--- src/assert_macros.svh ---
// ----------------------------------------------------------------------------
// Assertion macros
// Shared concurrent assertion forms for the RTL in this folder.
// ----------------------------------------------------------------------------
`ifndef ASSERT_MACROS_SVH
`define ASSERT_MACROS_SVH

// Same-cycle implication, disabled during reset.
`define ASSERT_NOW(lbl, clk, rst, ante, cons) \
   lbl: assert property (@(posedge clk) disable iff (rst) (ante) |-> (cons)) \
      else $error("assertion failed: same-cycle check");

// Next-cycle implication, disabled during reset.
`define ASSERT_NEXT(lbl, clk, rst, ante, cons) \
   lbl: assert property (@(posedge clk) disable iff (rst) (ante) |=> (cons)) \
      else $error("assertion failed: next-cycle check");

`endif

--- src/srsm_pkg.sv ---
// ----------------------------------------------------------------------------
// srsm_pkg
// Types, character codes and helpers for the stream regex matcher.
// ----------------------------------------------------------------------------
`default_nettype none

package srsm_pkg;

   localparam int MAX_ELEMENTS_DEF = 32;
   localparam int SYMBOL_W         = 8;
   localparam int KIND_W           = 2;

   localparam logic [SYMBOL_W-1:0] CHAR_CARET  = 8'h5E;  // '^'
   localparam logic [SYMBOL_W-1:0] CHAR_DOLLAR = 8'h24;  // '$'
   localparam logic [SYMBOL_W-1:0] CHAR_STAR   = 8'h2A;  // '*'
   localparam logic [SYMBOL_W-1:0] CHAR_DOT    = 8'h2E;  // '.'
   localparam logic [SYMBOL_W-1:0] CHAR_UPPER_A = 8'h41;
   localparam logic [SYMBOL_W-1:0] CHAR_UPPER_Z = 8'h5A;
   localparam logic [SYMBOL_W-1:0] CASE_OFFSET  = 8'h20;

   typedef enum logic [KIND_W-1:0] {
      KIND_PATTERN = 2'd0,
      KIND_TEXT    = 2'd1,
      KIND_END     = 2'd2
   } kind_type;

   // Fold ASCII upper case to lower when case folding is on.
   function automatic logic [SYMBOL_W-1:0] fold_char(input logic [SYMBOL_W-1:0] c,
                                                     input logic ci);
      if (ci && c >= CHAR_UPPER_A && c <= CHAR_UPPER_Z) begin
         return c + CASE_OFFSET;
      end
      return c;
   endfunction

endpackage

`default_nettype wire

--- src/srsm_if.sv ---
// ----------------------------------------------------------------------------
// srsm_req_if / srsm_rsp_if
// Valid/ready channels for request words and match response words.
// ----------------------------------------------------------------------------
`default_nettype none

interface srsm_req_if
   import srsm_pkg::*;
   ();
   logic                valid;
   logic                ready;
   logic [KIND_W-1:0]   kind;
   logic [SYMBOL_W-1:0] symbol;
   logic                new_pattern;

   modport source (output valid, output kind, output symbol, output new_pattern,
                   input ready);
   modport sink   (input valid, input kind, input symbol, input new_pattern,
                   output ready);
endinterface

interface srsm_rsp_if;
   logic valid;
   logic ready;
   logic matched;
   logic pattern_overflow;

   modport source (output valid, output matched, output pattern_overflow,
                   input ready);
   modport sink   (input valid, input matched, input pattern_overflow,
                   output ready);
endinterface

`default_nettype wire

--- src/simple_regex_stream_match.sv ---
// ----------------------------------------------------------------------------
// simple_regex_stream_match
// Streaming matcher for simple regular expressions over a bit-vector NFA.
// ----------------------------------------------------------------------------
// Takes one word per cycle while not stalled. A word is latched into an input register, and
// in the next cycle a single combinational pass updates the pattern store or
// the NFA position vector (star closure by a log-depth prefix network); an
// end-of-text word loads the response register when it leaves the input
// register, and the response is held there until it is taken. The input
// side keeps accepting while a response waits; it stalls only when an
// end-of-text word meets a full response register that is not being taken.
// Pattern words load literals, '.', '*', a leading '^' and a trailing '$';
// more than MAX_ELEMENTS elements flags pattern_overflow. No clearing pass
// is needed after reset.
// ----------------------------------------------------------------------------
`default_nettype none

module simple_regex_stream_match
   import srsm_pkg::*;
#(
   parameter int MAX_ELEMENTS = MAX_ELEMENTS_DEF
) (
   input  wire logic    clock,
   input  wire logic    reset,
   input  wire logic    csr_wr_en,
   input  wire logic    csr_wr_data,
   srsm_req_if.sink     req_bus,
   srsm_rsp_if.source   rsp_bus
);

`include "assert_macros.svh"

   localparam int CW     = $clog2(MAX_ELEMENTS + 1);
   localparam int IW     = $clog2(MAX_ELEMENTS);
   localparam int LEVELS = $clog2(MAX_ELEMENTS + 1);

   // Forward star closure: out[i+1] |= out[i] & p[i], as a prefix network.
   function automatic logic [MAX_ELEMENTS:0] close_over(input logic [MAX_ELEMENTS:0] s,
                                                        input logic [MAX_ELEMENTS-1:0] p);
      logic [MAX_ELEMENTS:0] g;
      logic [MAX_ELEMENTS:0] pr;
      logic [MAX_ELEMENTS:0] g_n;
      logic [MAX_ELEMENTS:0] pr_n;
      g  = s;
      pr = {p, 1'b0};
      for (int lv = 0; lv < LEVELS; lv++) begin
         g_n  = g;
         pr_n = pr;
         for (int i = 0; i <= MAX_ELEMENTS; i++) begin
            if (i >= (1 << lv)) begin
               g_n[i]  = g[i] | (pr[i] & g[i - (1 << lv)]);
               pr_n[i] = pr[i] & pr[i - (1 << lv)];
            end
         end
         g  = g_n;
         pr = pr_n;
      end
      return g;
   endfunction

   // Input register
   logic                s1_valid_ff, s1_valid_in;
   logic [KIND_W-1:0]   s1_kind_ff;
   logic [SYMBOL_W-1:0] s1_symbol_ff;
   logic                s1_new_ff;
   logic                s1_fire;
   logic                s1_is_end;

   // Pattern store
   logic [SYMBOL_W-1:0] char_ff [MAX_ELEMENTS];
   logic                star_ff [MAX_ELEMENTS];
   logic [CW-1:0]       count_ff, count_in;
   logic                anchored_ff, anchored_in;
   logic                ovf_ff, ovf_in;
   logic                last_dollar_ff, last_dollar_in;
   logic                last_star_ff, last_star_in;
   logic                char_we;
   logic [IW-1:0]       char_addr;
   logic                star_we;
   logic [IW-1:0]       star_addr;

   // Text state
   logic [MAX_ELEMENTS:0] active_ff, active_in;
   logic                  seen_ff, seen_in;
   logic                  text_ff, text_in;
   logic                  ci_ff;

   // Response register
   logic rsp_valid_ff, rsp_valid_in;
   logic matched_ff, matched_in;
   logic rsp_ovf_ff, rsp_ovf_in;

   // Datapath
   logic                  end_anch;
   logic [CW-1:0]         live_n;
   logic [CW-1:0]         count_m1;
   logic [MAX_ELEMENTS-1:0] star_eff;
   logic [MAX_ELEMENTS-1:0] lane_hit;
   logic [MAX_ELEMENTS:0] start_vec;
   logic [MAX_ELEMENTS:0] base_vec;
   logic                  base_seen;
   logic [MAX_ELEMENTS:0] raw_vec;
   logic [MAX_ELEMENTS:0] next_vec;
   logic [SYMBOL_W-1:0]   text_char;
   logic [CW-1:0]         p_count;
   logic                  p_anch;
   logic                  p_ovf;

   assign s1_is_end = (s1_kind_ff == KIND_END);
   assign s1_fire   = s1_valid_ff && (!s1_is_end || !rsp_valid_ff || rsp_bus.ready);
   assign req_bus.ready = !s1_valid_ff || s1_fire;

   assign rsp_bus.valid            = rsp_valid_ff;
   assign rsp_bus.matched          = matched_ff;
   assign rsp_bus.pattern_overflow = rsp_ovf_ff;

   assign end_anch = (count_ff != '0) && last_dollar_ff && !last_star_ff;
   assign live_n   = count_ff - CW'(end_anch);
   assign count_m1 = count_ff - CW'(1);
   assign text_char = fold_char(s1_symbol_ff, ci_ff);

   always_comb begin
      for (int i = 0; i < MAX_ELEMENTS; i++) begin
         star_eff[i] = star_ff[i] && (CW'(i) < live_n);
         lane_hit[i] = (CW'(i) < live_n) &&
                       ((char_ff[i] == CHAR_DOT) || (fold_char(char_ff[i], ci_ff) == text_char));
      end
   end

   assign start_vec = close_over({{MAX_ELEMENTS{1'b0}}, 1'b1}, star_eff);
   assign base_vec  = text_ff ? active_ff : start_vec;
   assign base_seen = text_ff ? seen_ff : start_vec[live_n];

   // One NFA step: a starred lane stays put, a plain lane advances.
   always_comb begin
      raw_vec = '0;
      for (int i = 0; i < MAX_ELEMENTS; i++) begin
         if (base_vec[i] && lane_hit[i]) begin
            if (star_ff[i]) begin
               raw_vec[i] = 1'b1;
            end else begin
               raw_vec[i + 1] = 1'b1;
            end
         end
      end
      if (!anchored_ff) begin
         raw_vec[0] = 1'b1;
      end
   end

   assign next_vec = close_over(raw_vec, star_eff);

   // Next state
   always_comb begin
      s1_valid_in    = s1_valid_ff;
      count_in       = count_ff;
      anchored_in    = anchored_ff;
      ovf_in         = ovf_ff;
      last_dollar_in = last_dollar_ff;
      last_star_in   = last_star_ff;
      active_in      = active_ff;
      seen_in        = seen_ff;
      text_in        = text_ff;
      char_we        = 1'b0;
      char_addr      = count_ff[IW-1:0];
      star_we        = 1'b0;
      star_addr      = count_m1[IW-1:0];
      rsp_valid_in   = rsp_valid_ff;
      matched_in     = matched_ff;
      rsp_ovf_in     = rsp_ovf_ff;
      p_count        = s1_new_ff ? '0 : count_ff;
      p_anch         = s1_new_ff ? 1'b0 : anchored_ff;
      p_ovf          = s1_new_ff ? 1'b0 : ovf_ff;

      if (rsp_valid_ff && rsp_bus.ready) begin
         rsp_valid_in = 1'b0;
      end

      if (s1_fire) begin
         s1_valid_in = 1'b0;
         case (s1_kind_ff)
            KIND_PATTERN: begin
               count_in    = p_count;
               anchored_in = p_anch;
               ovf_in      = p_ovf;
               active_in   = '0;
               seen_in     = 1'b0;
               text_in     = 1'b0;
               if (!p_ovf) begin
                  if (s1_symbol_ff == CHAR_CARET && p_count == '0 && !p_anch) begin
                     anchored_in = 1'b1;
                  end else if (s1_symbol_ff == CHAR_STAR && p_count != '0 &&
                               !last_star_ff) begin
                     star_we      = 1'b1;
                     last_star_in = 1'b1;
                  end else if (p_count >= CW'(MAX_ELEMENTS)) begin
                     ovf_in = 1'b1;
                  end else begin
                     char_we        = 1'b1;
                     char_addr      = p_count[IW-1:0];
                     count_in       = p_count + CW'(1);
                     last_dollar_in = (s1_symbol_ff == CHAR_DOLLAR);
                     last_star_in   = 1'b0;
                  end
               end
            end
            KIND_TEXT: begin
               active_in = next_vec;
               seen_in   = base_seen || next_vec[live_n];
               text_in   = 1'b1;
            end
            KIND_END: begin
               rsp_valid_in = 1'b1;
               matched_in   = !ovf_ff && (end_anch ? base_vec[live_n] : base_seen);
               rsp_ovf_in   = ovf_ff;
               active_in    = '0;
               seen_in      = 1'b0;
               text_in      = 1'b0;
            end
            default: begin
               // unused kind: drop the word
            end
         endcase
      end

      if (req_bus.valid && req_bus.ready) begin
         s1_valid_in = 1'b1;
      end
   end

   always_ff @(posedge clock) begin
      if (reset) begin
         s1_valid_ff    <= 1'b0;
         count_ff       <= '0;
         anchored_ff    <= 1'b0;
         ovf_ff         <= 1'b0;
         last_dollar_ff <= 1'b0;
         last_star_ff   <= 1'b0;
         active_ff      <= '0;
         seen_ff        <= 1'b0;
         text_ff        <= 1'b0;
         ci_ff          <= 1'b0;
         rsp_valid_ff   <= 1'b0;
      end else begin
         s1_valid_ff    <= s1_valid_in;
         count_ff       <= count_in;
         anchored_ff    <= anchored_in;
         ovf_ff         <= ovf_in;
         last_dollar_ff <= last_dollar_in;
         last_star_ff   <= last_star_in;
         active_ff      <= active_in;
         seen_ff        <= seen_in;
         text_ff        <= text_in;
         rsp_valid_ff   <= rsp_valid_in;
         if (csr_wr_en) begin
            ci_ff <= csr_wr_data;
         end
      end
   end

   always_ff @(posedge clock) begin
      if (req_bus.valid && req_bus.ready) begin
         s1_kind_ff   <= req_bus.kind;
         s1_symbol_ff <= req_bus.symbol;
         s1_new_ff    <= req_bus.new_pattern;
      end
      matched_ff <= matched_in;
      rsp_ovf_ff <= rsp_ovf_in;
   end

   // Element store: one write port, every lane read in place.
   always_ff @(posedge clock) begin
      if (char_we) begin
         char_ff[char_addr] <= s1_symbol_ff;
         star_ff[char_addr] <= 1'b0;
      end
      if (star_we) begin
         star_ff[star_addr] <= 1'b1;
      end
   end

   `ASSERT_NOW(a_end_waits_for_slot, clock, reset, s1_fire && s1_is_end, !rsp_valid_ff || rsp_bus.ready)
   `ASSERT_NOW(a_ovf_never_matches, clock, reset, rsp_valid_ff, !(matched_ff && rsp_ovf_ff))
   `ASSERT_NOW(a_count_in_range, clock, reset, 1'b1, count_ff <= CW'(MAX_ELEMENTS))
   `ASSERT_NEXT(a_end_clears_text, clock, reset, s1_fire && s1_is_end, !text_ff && !seen_ff)

endmodule

`default_nettype wire

--- src/flat_wrapper.sv ---
// flat-port wrapper written by rule: the top's interface ports become plain ports
module simple_regex_stream_match_flat import srsm_pkg::*;
#(
   parameter int MAX_ELEMENTS = MAX_ELEMENTS_DEF
)
  (clock, reset, csr_wr_en, csr_wr_data, req_bus_valid, req_bus_kind, req_bus_symbol, req_bus_new_pattern, req_bus_ready, rsp_bus_valid, rsp_bus_matched, rsp_bus_pattern_overflow, rsp_bus_ready);
  srsm_req_if req_bus_i ();
  srsm_rsp_if rsp_bus_i ();
  input  wire logic clock;
  input  wire logic reset;
  input  wire logic csr_wr_en;
  input  wire logic csr_wr_data;
  input wire logic [$bits(req_bus_i.valid)-1:0] req_bus_valid;
  input wire logic [$bits(req_bus_i.kind)-1:0] req_bus_kind;
  input wire logic [$bits(req_bus_i.symbol)-1:0] req_bus_symbol;
  input wire logic [$bits(req_bus_i.new_pattern)-1:0] req_bus_new_pattern;
  output wire logic [$bits(req_bus_i.ready)-1:0] req_bus_ready;
  output wire logic [$bits(rsp_bus_i.valid)-1:0] rsp_bus_valid;
  output wire logic [$bits(rsp_bus_i.matched)-1:0] rsp_bus_matched;
  output wire logic [$bits(rsp_bus_i.pattern_overflow)-1:0] rsp_bus_pattern_overflow;
  input wire logic [$bits(rsp_bus_i.ready)-1:0] rsp_bus_ready;
  assign req_bus_i.valid = req_bus_valid;
  assign req_bus_i.kind = req_bus_kind;
  assign req_bus_i.symbol = req_bus_symbol;
  assign req_bus_i.new_pattern = req_bus_new_pattern;
  assign req_bus_ready = req_bus_i.ready;
  assign rsp_bus_valid = rsp_bus_i.valid;
  assign rsp_bus_matched = rsp_bus_i.matched;
  assign rsp_bus_pattern_overflow = rsp_bus_i.pattern_overflow;
  assign rsp_bus_i.ready = rsp_bus_ready;
  simple_regex_stream_match #(.MAX_ELEMENTS(MAX_ELEMENTS)) u_core (.clock(clock), .reset(reset), .csr_wr_en(csr_wr_en), .csr_wr_data(csr_wr_data), .req_bus(req_bus_i), .rsp_bus(rsp_bus_i));
endmodule
--- config.mk ---
export PLATFORM = sky130hd
export DESIGN_NAME = simple_regex_stream_match_flat
export DESIGN_NICKNAME = d
export VERILOG_FILES = /design/src/srsm_pkg.sv /design/src/srsm_if.sv /design/src/simple_regex_stream_match.sv /design/src/flat_wrapper.sv
export VERILOG_INCLUDE_DIRS = /design/src /design/src/src
export SDC_FILE = /design/constraint.sdc
export NUM_CORES = 1
export LEC_CHECK = 0
export BUFFER_PORTS_ARGS = -buffer_cell sky130_fd_sc_hd__buf_2
export CAP_MARGIN = 25
export CORE_ASPECT_RATIO = 0.5
export CORE_MARGIN = 4
export CORE_UTILIZATION = 47
export CTS_CLUSTER_DIAMETER = 60
export DETAILED_ROUTE_END_ITERATION = 12
export GPL_ROUTABILITY_DRIVEN = 0
export PLACE_DENSITY = 0.6
export SKIP_CTS_REPAIR_TIMING = 1
export SYNTH_ARGS = -nofsm -noshare
export SYNTH_HDL_FRONTEND = slang
export SYNTH_SLANG_ARGS = --single-unit
--- constraint.sdc ---
create_clock -name clock -period 8.7 [get_ports clock]
set_input_delay 1.74 -clock clock [delete_from_list [all_inputs] [get_ports clock]]
set_output_delay 1.74 -clock clock [all_outputs]
set_load 0.01 [all_outputs]
== Word level (Yosys, flattened, before mapping) ==
Memories as Yosys holds them, arrays and structs flattened.
Cells that the tools add are included.
Word-level totals
  bits in registers: 61
  bits in latches: 0
  RAM bits: 288
  memory bits (read-only): 0
  output and inout port bits: 4
  logic and storage cells: 1106
  memories kept: 2
Memories
  u_core.char_ff: words 32, bits a word 8, read ports 32, clocked after memory_dff 0, write ports 1, line simple_regex_stream_match.sv:70  | logic [SYMBOL_W-1:0] char_ff [MAX_ELEMENTS];
  u_core.star_ff: words 32, bits a word 1, read ports 32, clocked after memory_dff 0, write ports 1, line simple_regex_stream_match.sv:71  | logic star_ff [MAX_ELEMENTS];
Cells by class
  add/subtract/negate cells: 36
  multipliers: 0
  divide/modulo/power cells: 0
  $lt $le $gt $ge: 100
  equal/unequal tests: 70
  shifts and indexed selects: 0
  muxes and demuxes: 252
  bitwise logic cells: 403
  reduce and logical (&&, ||, !) cells: 227
Operators by type and width (number)
  $mux 8: 66
  $eq 8x6->1 const B: 34
  $add 8x6->8 const B: 33
  $and 1x1->1: 264
  $ge 8x7->1 const B: 33
  $le 8x7->1 const B: 33
  $eq 8x8->1: 32
  $logic_and 1x1->1: 172
  $mux 1: 135
  $or 1x1->1: 135
  $lt 5x6->1 const A: 16
  $pmux 33 s2: 1
  $mux 2: 32
  $lt 4x6->1 const A: 8
  $logic_or 1x1->1: 36
  $mux 5: 7
  $mux 33: 1
  $mux 6: 5
  $lt 3x6->1 const A: 4
  $bmux 1 s6: 3
  $lt 1x6->1 const A: 2
  $lt 2x6->1 const A: 2
  $reduce_bool 6->1: 2
  $eq 8x7->1 const B: 1
  other kinds (19): 31

== Depth between registers and ports, before layout ==
Gate-level depths: netlist (run 1).
  word-level depth: 87
  mapped depth: 26
  gate-level depth less buffers: 20

== Worst setup path after synthesis (run 1) ==
No wires, ideal clock.
  path kind: register to register
  start: register u_core.count_ff[3]
  end: register u_core.seen_ff
  setup time: 130 ps
  data arrival time: 5244 ps
  setup slack: 3326 ps
  stages on the path, launching flop included: 26
  period minus slack after synthesis: 5374 ps
  cell sequence: dfxtp_1 > buf_4 > buf_2 > buf_2 > or3_1 > nor2_1 > a21oi_1 > ha_1 > ha_1 > buf_2 > clkbuf_1 > xnor2_1 > o22ai_1 > o31ai_1 > nor2_1 > and3_1 > and2_1 > o2111a_1 > a221o_1 > a31o_2 > a211oi_2 > nand3_1 > nor4_1 > nand3_1 > nor4_1 > o22ai_1
On the way
  cells in the longest elaborated chain, start to end: 29
  elaborated cells between the ends (all ways): 603
  those cells by class: 1 x add/sub; 32 x order compare; 71 x mux; 399 x bitwise; 100 x reduce/logical
Ends and longest elaborated chain
  start, declared: line simple_regex_stream_match.sv:72  | logic [CW-1:0] count_ff, count_in;
  start signal, assigned: line simple_regex_stream_match.sv:246  | count_ff <= count_in;
  $reduce_bool 6->1: line simple_regex_stream_match.sv:117  | assign end_anch = (count_ff != '0) && last_dollar_ff && !last_star_ff;
  $logic_and 1x1->1 (2 in a row): line simple_regex_stream_match.sv:117
  $sub 6x1->6 *: line simple_regex_stream_match.sv:118  | assign live_n = count_ff - CW'(end_anch);
  $lt 5x6->1 (tied with other cells): line simple_regex_stream_match.sv:124, simple_regex_stream_match.sv:125
  $logic_and 1x1->1: line simple_regex_stream_match.sv:124  | star_eff[i] = star_ff[i] && (CW'(i) < live_n);
  $and 1x1->1 (4 in a row): line simple_regex_stream_match.sv:52  | pr_n[i] = pr[i] & pr[i - (1 << lv)];
  $and 1x1->1 or $mux 33 (tied branches): line simple_regex_stream_match.sv:51, simple_regex_stream_match.sv:131
  $mux 33 or $logic_and 1x1->1 (tied branches): line simple_regex_stream_match.sv:131, simple_regex_stream_match.sv:138
  (+7 left out)
  $or 1x1->1 or $and 1x1->1 (tied branches): line simple_regex_stream_match.sv:51  | g_n[i] = g[i] | (pr[i] & g[i - (1 << lv)]);
  $and 1x1->1 or $or 1x1->1 (tied branches): line simple_regex_stream_match.sv:51
  $or 1x1->1 or $and 1x1->1 (tied branches): line simple_regex_stream_match.sv:51
  $or 1x1->1 (3 in a row): line simple_regex_stream_match.sv:51
  $bmux 1 s6: line simple_regex_stream_match.sv:209  | seen_in = base_seen || next_vec[live_n];
  $mux 1 (not written as such): line simple_regex_stream_match.sv:209
  $logic_or 1x1->1 *: line simple_regex_stream_match.sv:209
  $pmux 1 s2 *: line simple_regex_stream_match.sv:181  | case (s1_kind_ff)
  end signal, assigned: line simple_regex_stream_match.sv:252  | seen_ff <= seen_in;
  end, declared: line simple_regex_stream_match.sv:84  | logic seen_ff, seen_in;
Every way passes the cells marked *; elsewhere a longest branch is shown, timed or not. The select of a mux whose other input is x is not followed.
A chain may end at the register's enable or synchronous reset.

== Final worst setup path (run 1) ==
  start: register u_core.count_ff[1]
  end: register u_core.matched_ff, in the netlist u_core.rsp_bus.matched, data pin
On the way
  cells in the longest elaborated chain, start to end: 16
  elaborated cells between the ends (all ways): 205
  those cells by class: 1 x add/sub; 32 x order compare; 7 x mux; 129 x bitwise; 36 x reduce/logical
Ends and longest elaborated chain
  $reduce_bool 6->1: line simple_regex_stream_match.sv:117
  $logic_and 1x1->1 (2 in a row): line simple_regex_stream_match.sv:117
  $sub 6x1->6: line simple_regex_stream_match.sv:118
  $lt 5x6->1 (tied with other cells): line simple_regex_stream_match.sv:124
  $logic_and 1x1->1: line simple_regex_stream_match.sv:124
  $and 1x1->1: line simple_regex_stream_match.sv:52
  $and 1x1->1 (on tied branches) (3 in a row): line simple_regex_stream_match.sv:52, simple_regex_stream_match.sv:51
  $and 1x1->1 (on tied branches): line simple_regex_stream_match.sv:51, simple_regex_stream_match.sv:52
  $bmux 1 s6 or $mux 33 (tied branches): line simple_regex_stream_match.sv:132, simple_regex_stream_match.sv:131
  $mux 1 (not written as such) or $bmux 1 s6 (tied branches): line simple_regex_stream_match.sv:132, simple_regex_stream_match.sv:214
  $mux 1 (on tied branches): line simple_regex_stream_match.sv:132, simple_regex_stream_match.sv:214
  $mux 1 *: line simple_regex_stream_match.sv:214  | matched_in = !ovf_ff && (end_anch ? base_vec[live_n] : base_seen);
  $logic_and 1x1->1 *: line simple_regex_stream_match.sv:214
  end signal, assigned: line simple_regex_stream_match.sv:267  | matched_ff <= matched_in;
  end, declared: line simple_regex_stream_match.sv:90  | logic matched_ff, matched_in;
Marks and branches as above.

==> results of run 1 <==
layer usage:
metal,up-vias,share of wire,global-route usage
met4,0,0.037,0.08209
li1,9685,-,-
met2,1279,0.40,0.4057
met3,270,0.12,0.08779
met1,10270,0.44,0.4219
met5,-,0,0
state kept, by name (all words and copies together) (netlist names), 2 cells and up:
name / cells
u_core.active_ff: 33
u_core.star_ff: 32
u_core.count_ff: 6
u_core.s1_symbol_ff: 8
u_core.char_ff: 256
u_core.s1_kind_ff: 2
layout by cell type (no fill, tap or decap), types with 15 or more instances in the layout:
master	Yosys	layout
a31oi_1	31	31
buf_2	30	25
nor3_1	89	89
nand2b_1	28	28
nor4_1	42	41
buf_4	5	60
dfxtp_1	48	46
or4_1	20	20
nor2_1	262	262
nand4_1	48	48
o21ai_0	89	89
o22ai_1	17	17
o31ai_1	39	39
clkbuf_16	0	37
inv_1	101	101
and2_1	23	23
nor2b_1	18	18
nand2_1	199	199
a21oi_1	118	118
nand3_1	93	93
ha_1	39	39
nor4b_1	28	26
mux2i_1	21	21
o41ai_1	53	53
or3_1	21	21
and3_1	15	15
a21o_1	21	21
or2_2	24	24
xnor2_1	135	135
edfxtp_1	301	301
a22oi_1	18	18
xor2_1	112	112
o211ai_1	35	35
a211oi_1	23	23
worst max path at each step:
stage                             from                endpoint  slack [ns]
floorplan           u_core.count_ff[3]          u_core.seen_ff        3.33
global placement    u_core.count_ff[1]  u_core.rsp_bus.matched        1.31
detailed placement  u_core.count_ff[1]  u_core.rsp_bus.matched        1.40
CTS                 u_core.count_ff[1]  u_core.rsp_bus.matched        1.37
global route        u_core.count_ff[1]  u_core.rsp_bus.matched        0.87
finish              u_core.count_ff[1]  u_core.rsp_bus.matched        1.04
metrics by stage:
stage | instances | worst slack [ns] | total power, uW
after floorplan | 2526 | 3.326 | 2013
after global routing | 3255 | 0.8738 | 3765
after global placement | 3177 | 1.309 | 2080
final | 3255 | 1.037 | 3650
after detailed placement | 3181 | 1.402 | 2081
after CTS | 3247 | 1.371 | 3670
power by group through the flow:
stage	sequential, uW	combinational, uW	clock (uW)
detailed placement	1860	220	0
global placement	1860	219	0
CTS	1830	220	1620
global route	1820	240	1700
floorplan	1870	146	0
finish	1830	223	1600
worst max-delay path: stages, from the launching register on:
cell,delay [ns]
dfxtp_1,0.74
inv_1,0.19
ha_1,0.27
a21oi_1,0.29
ha_1,0.35
ha_1,0.63
nand2b_1,0.37
a22o_1,0.36
o21ai_2,0.45
buf_4,0.35
o211ai_2,0.22
nor4_2,0.74
nand3_1,0.24
nor3_1,0.26
a211oi_1,0.08
o21ai_0,0.27
a31oi_1,0.06
or4_1,0.55
nand3_1,0.23
nor2_1,0.07
a211oi_1,0.63
cells by family after synthesis:
| family | after synthesis | share of synthesized area |
|---|---|---|
| AND/OR/NAND/NOR | 977 | 0.2107 |
| AO/OA/AOI/OAI | 661 | 0.2020 |
| flip-flops | 349 | 0.4183 |
| XOR/XNOR | 249 | 0.09186 |
| buffers and inverters | 219 | 0.04135 |
| adder cells (fa/ha/maj) | 39 | 0.02041 |
| multiplexers | 32 | 0.01539 |
Yosys cell counts, drive strengths merged, types with 22 or more instances:
library cell,number
nor3,92
nor4b,29
a211oi,24
inv,101
xor2,112
or3,22
nand3,93
dfxtp,48
o31ai,42
buf,56
nand2b,28
ha,39
o21ai,107
clkbuf,60
xnor2,137
a31oi,33
and2,24
nor2,262
o211ai,44
nand4,48
o41ai,54
edfxtp,301
nand2,201
or2,26
nor4,46
a21oi,120
final cells by class:
| class | count | share of cell area |
|---|---|---|
| tap | 690 | 0.03319 |
| clock inverter | 23 | 0.008467 |
| timing repair buffer | 89 | 0.02405 |
| clock buffer | 43 | 0.03685 |
| multi-input combinational | 1958 | 0.4980 |
| inverter | 103 | 0.01487 |
| sequential | 349 | 0.3846 |
==> results.toml, run 1 <==
[global_routing]
grt_pass1_wl_um = 121200
first_global_vias = 19560
grt_util_all_layers = 0.2868
grt_start_max_net_pins = 52
antenna_found_initial = 2
grt-ovfl-total = 0

[logic_synthesis]
synth_top_cell_by_area = "edfxtp_1"
syn_area_per_cell_sq_um = 9.464
yosysSeqAreaShare = 0.4183
syn_nets = 2582
synth_edf_count = 301
syn_inst = 2526
yosys-top-cells-area = "edfxtp_1 (38%), xnor2_1 (4.9%), nor2_1 (4.1%), xor2_1 (4.1%), dfxtp_1 (4.0%)"
ys_ff_latch = 349
synth_cell_types = 117
synth_warnings = 0
synth_top_area_frac = 0.3781
netlist_area_sq_um = 23910
ys.flop_type = "edfxtp_1"
async_flop_share = 0

[worst_setup_path]
crit-reg2reg-launch = "u_core.count_ff[1]"
cp.arrival_ns = 7.94
reg2reg_slack_ns = 1.04
startpoint_type = "register"
endpoint_kind = "register"
critPathMaxFanout = 20
r2r_end = "u_core.rsp_bus.matched"
reg2reg_depth = 20
path_class = "reg -> reg"
required_ns = 8.98

[cells_and_area]
drive_gt1_frac = 0.09318
fin_util = 0.5172
seqCellArea_sq_um = 10000
area_growth_syn_to_layout_pct = 8.798
final_area_sq_um = 26010
multi_input_area_sq_um = 12950
num_antenna_cells = 0
fillers = 4542
finalNetCount = 2593

[sta]
rsz0062_at_grt = "no"
fin_crit_ns = 7.663
fin_skew_ns = 0.02918
whs_ns = 0.4544
drv_slew = 0
tns_ns = 0
finalHoldViolations = 0
finalSetupViolCount = 0
tightest_slew_ns = 1.241
post-route-period-util = 0.8808
slew_headroom = 0.1512
fmax_mhz = 130.5

[die]
die_w_um = 326.9
start_util = 0.4753
die_height_um = 167.5
ios = 21
core-area_sq_um = 50290
die_area_sq_um = 54750
rows = 58

[detailed_routing]
drt_iter0_markers = 3089
wl_um = 81310
wl_per_cell_um = 24.98
routed-via-count = 21500
drcViolationCount = 0
first_pass_iters = 10
viasPerCell = 6.606
ant_nets = 0

[run]
cap_violations = 0

[place]
io_buffers = 20
dpl.hpwl_um = 57580
place_area_sq_um = 24760

[min_path]
hold_start = "u_core.anchored_ff"
hp-class = "reg -> reg"
min_to = "u_core.anchored_ff"
hold_depth = 2

[power_and_ir_drop]
p_sw_frac = 0.2397
pwr-share-seq = 0.500
combPwrFrac = 0.061
power_density_nw_per_um2 = 140.3
p_sw_uw = 875.0
clkPwrFrac = 0.439
p_int_uw = 2775
p_leak_uw = 0.008478
ir_drop_v = 0.0001182

[outcome]
status = "completed"

[cts]
tritoncts = "done"
clock_path_buffers = 3
cts.sinks = 349
clk_latency_ns = 0.58
path_clk_slew_ns = 0.07
h-tree-depth = 2
cts_buffers = 36
root_buffer = "clkbuf_16"
Note: power is estimated with default switching activity, not from simulation.
==> run 2, diff against run 1 <==
- clock period: 8.7 -> 9.3 ns (I/O delays scaled with it)
==> run 2 against run 1 <==
  * Clock power hardly changed
  * Register-to-register slack better by 0.73 ns
  * Final cell count is 0.22% lower
  * Count of clock-buffer cells in the layout is 1 lower
  * Global-route usage is 0.15 points higher
  * Wire length is 0.11% higher
  * Via count is 0.68% lower
  * Critical path depth is 2 lower
  * Non-clock buffer count is 8 lower
  * Critical endpoint unchanged
==> results.toml, run 2 (synthesized netlist as in run 1, its figures left out) <==
[sta]
whs_ns = 0.4590
fin_crit_ns = 7.536
rsz0062_at_grt = "no"
tightest_slew_ns = 1.115
tns_ns = 0
fmax_mhz = 132.7
fin_skew_ns = 0.02567
finalHoldViolations = 0
post-route-period-util = 0.8103
drv_slew = 0
slew_headroom = 0.2550
finalSetupViolCount = 0

[detailed_routing]
viasPerCell = 6.575
drt_iter0_markers = 3109
wl_per_cell_um = 25.06
drcViolationCount = 0
routed-via-count = 21360
wl_um = 81400
ant_nets = 0
first_pass_iters = 7

[power_and_ir_drop]
p_leak_uw = 0.008489
power_density_nw_per_um2 = 135.0
ir_drop_v = 0.0001564
p_total_uw = 3518

[cells_and_area]
final_cell_mix = "edfxtp_1 (301), nor2_1 (262), nand2_1 (199), xnor2_1 (134), a21oi_1 (118)"
area_growth_syn_to_layout_pct = 9.039
finalNetCount = 2586
regMostFlops = "u_core.char_ff"
seqCellArea_sq_um = 10000
reg_top3 = "u_core.char_ff x256, u_core.active_ff x33, u_core.star_ff x32"
fillers = 4540
final_common_cell = "edfxtp_1"
num_antenna_cells = 0
drive_gt1_frac = 0.09343
fin_util = 0.5183
multi_input_area_sq_um = 12960
largest_reg_flops = 256

[die]
core-area_sq_um = 50290
rows = 58
ios = 21
die_height_um = 167.5
start_util = 0.4753
die_w_um = 326.9
die_area_sq_um = 54750

[worst_setup_path]
required_ns = 9.59
critPathMaxFanout = 20
cp.arrival_ns = 7.82
startpoint_type = "register"
endpoint_kind = "register"
path_class = "reg -> reg"

[cts]
cts.sinks = 349
clk_latency_ns = 0.58
tritoncts = "done"
cts_buffers = 37
path_clk_slew_ns = 0.06
root_buffer = "clkbuf_16"
clock_path_buffers = 3
h-tree-depth = 2

[place]
io_buffers = 20
dpl.hpwl_um = 57730

[global_routing]
grt_pass1_wl_um = 121200
grt-ovfl-total = 0
grt_util_all_layers = 0.2883
antenna_found_initial = 1
first_global_vias = 19570
grt_start_max_net_pins = 53

[min_path]
hp-class = "reg -> reg"

[outcome]
status = "completed"

[run]
cap_violations = 0
## run 2: final cells by class
cell class              count  share of cell area
clock inverters            25             0.01243
multi-input cells        1958              0.4972
flip-flops and latches    349              0.3837
well taps                 690             0.03312
repair buffers             81             0.02165
clock buffers              42             0.03706
inverters                 103             0.01483
## run 2: worst max-delay path, stage by stage, from the launching register on
cell and delay, ns:
dfxtp_1 0.76, inv_1 0.20, ha_1 0.28, a21oi_1 0.27, ha_1 0.36, ha_1 0.68, nand2b_1 0.38, o311ai_0 0.87
o311ai_0 0.43, nor2_1 0.34, nand3_1 0.26, nand4b_1 0.34, and2_1 0.22, mux4_2 0.48, o22ai_1 0.17, o21ai_0 0.09
o21ai_0 0.16, a221oi_1 0.25, a211oi_1 0.70
## run 2: power by group
group	internal [uW]	leakage, uW	switching, uW	total [uW]
Clock	926	0.000632	677	1600
Sequential	1700	0.00307	7.55	1710
Combinational	63.5	0.00479	143	207
Total	2690	0.00849	827	3520
## run 2: final timing paths
| kind | from | to | slack (ns) | cells after the start |
|---|---|---|---|---|
| max reg2reg | u_core.count_ff[1] | u_core.rsp_bus.matched | 1.76 | 18 |
| min | u_core.anchored_ff | u_core.anchored_ff | 0.46 | 2 |
| max | u_core.count_ff[1] | u_core.rsp_bus.matched | 1.76 | 18 |
| min reg2reg | u_core.anchored_ff | u_core.anchored_ff | 0.46 | 2 |
## run 2: metal layers
layer  track usage  routed length [um]
met5      0.001739                  36
met4       0.09072                2827
met3        0.1003               10030
met2        0.4086               32760
met1        0.4122               35740
## run 2: stage by stage
stage	instances	cell area [sq um]	setup slack, ns
final	3248	26070	1.764
after global routing	3248	26070	1.427
after CTS	3240	26000	2.064
after detailed placement	3173	24710	2.098
after global placement	3170	24690	1.788
after floorplan	2526	23910	3.926
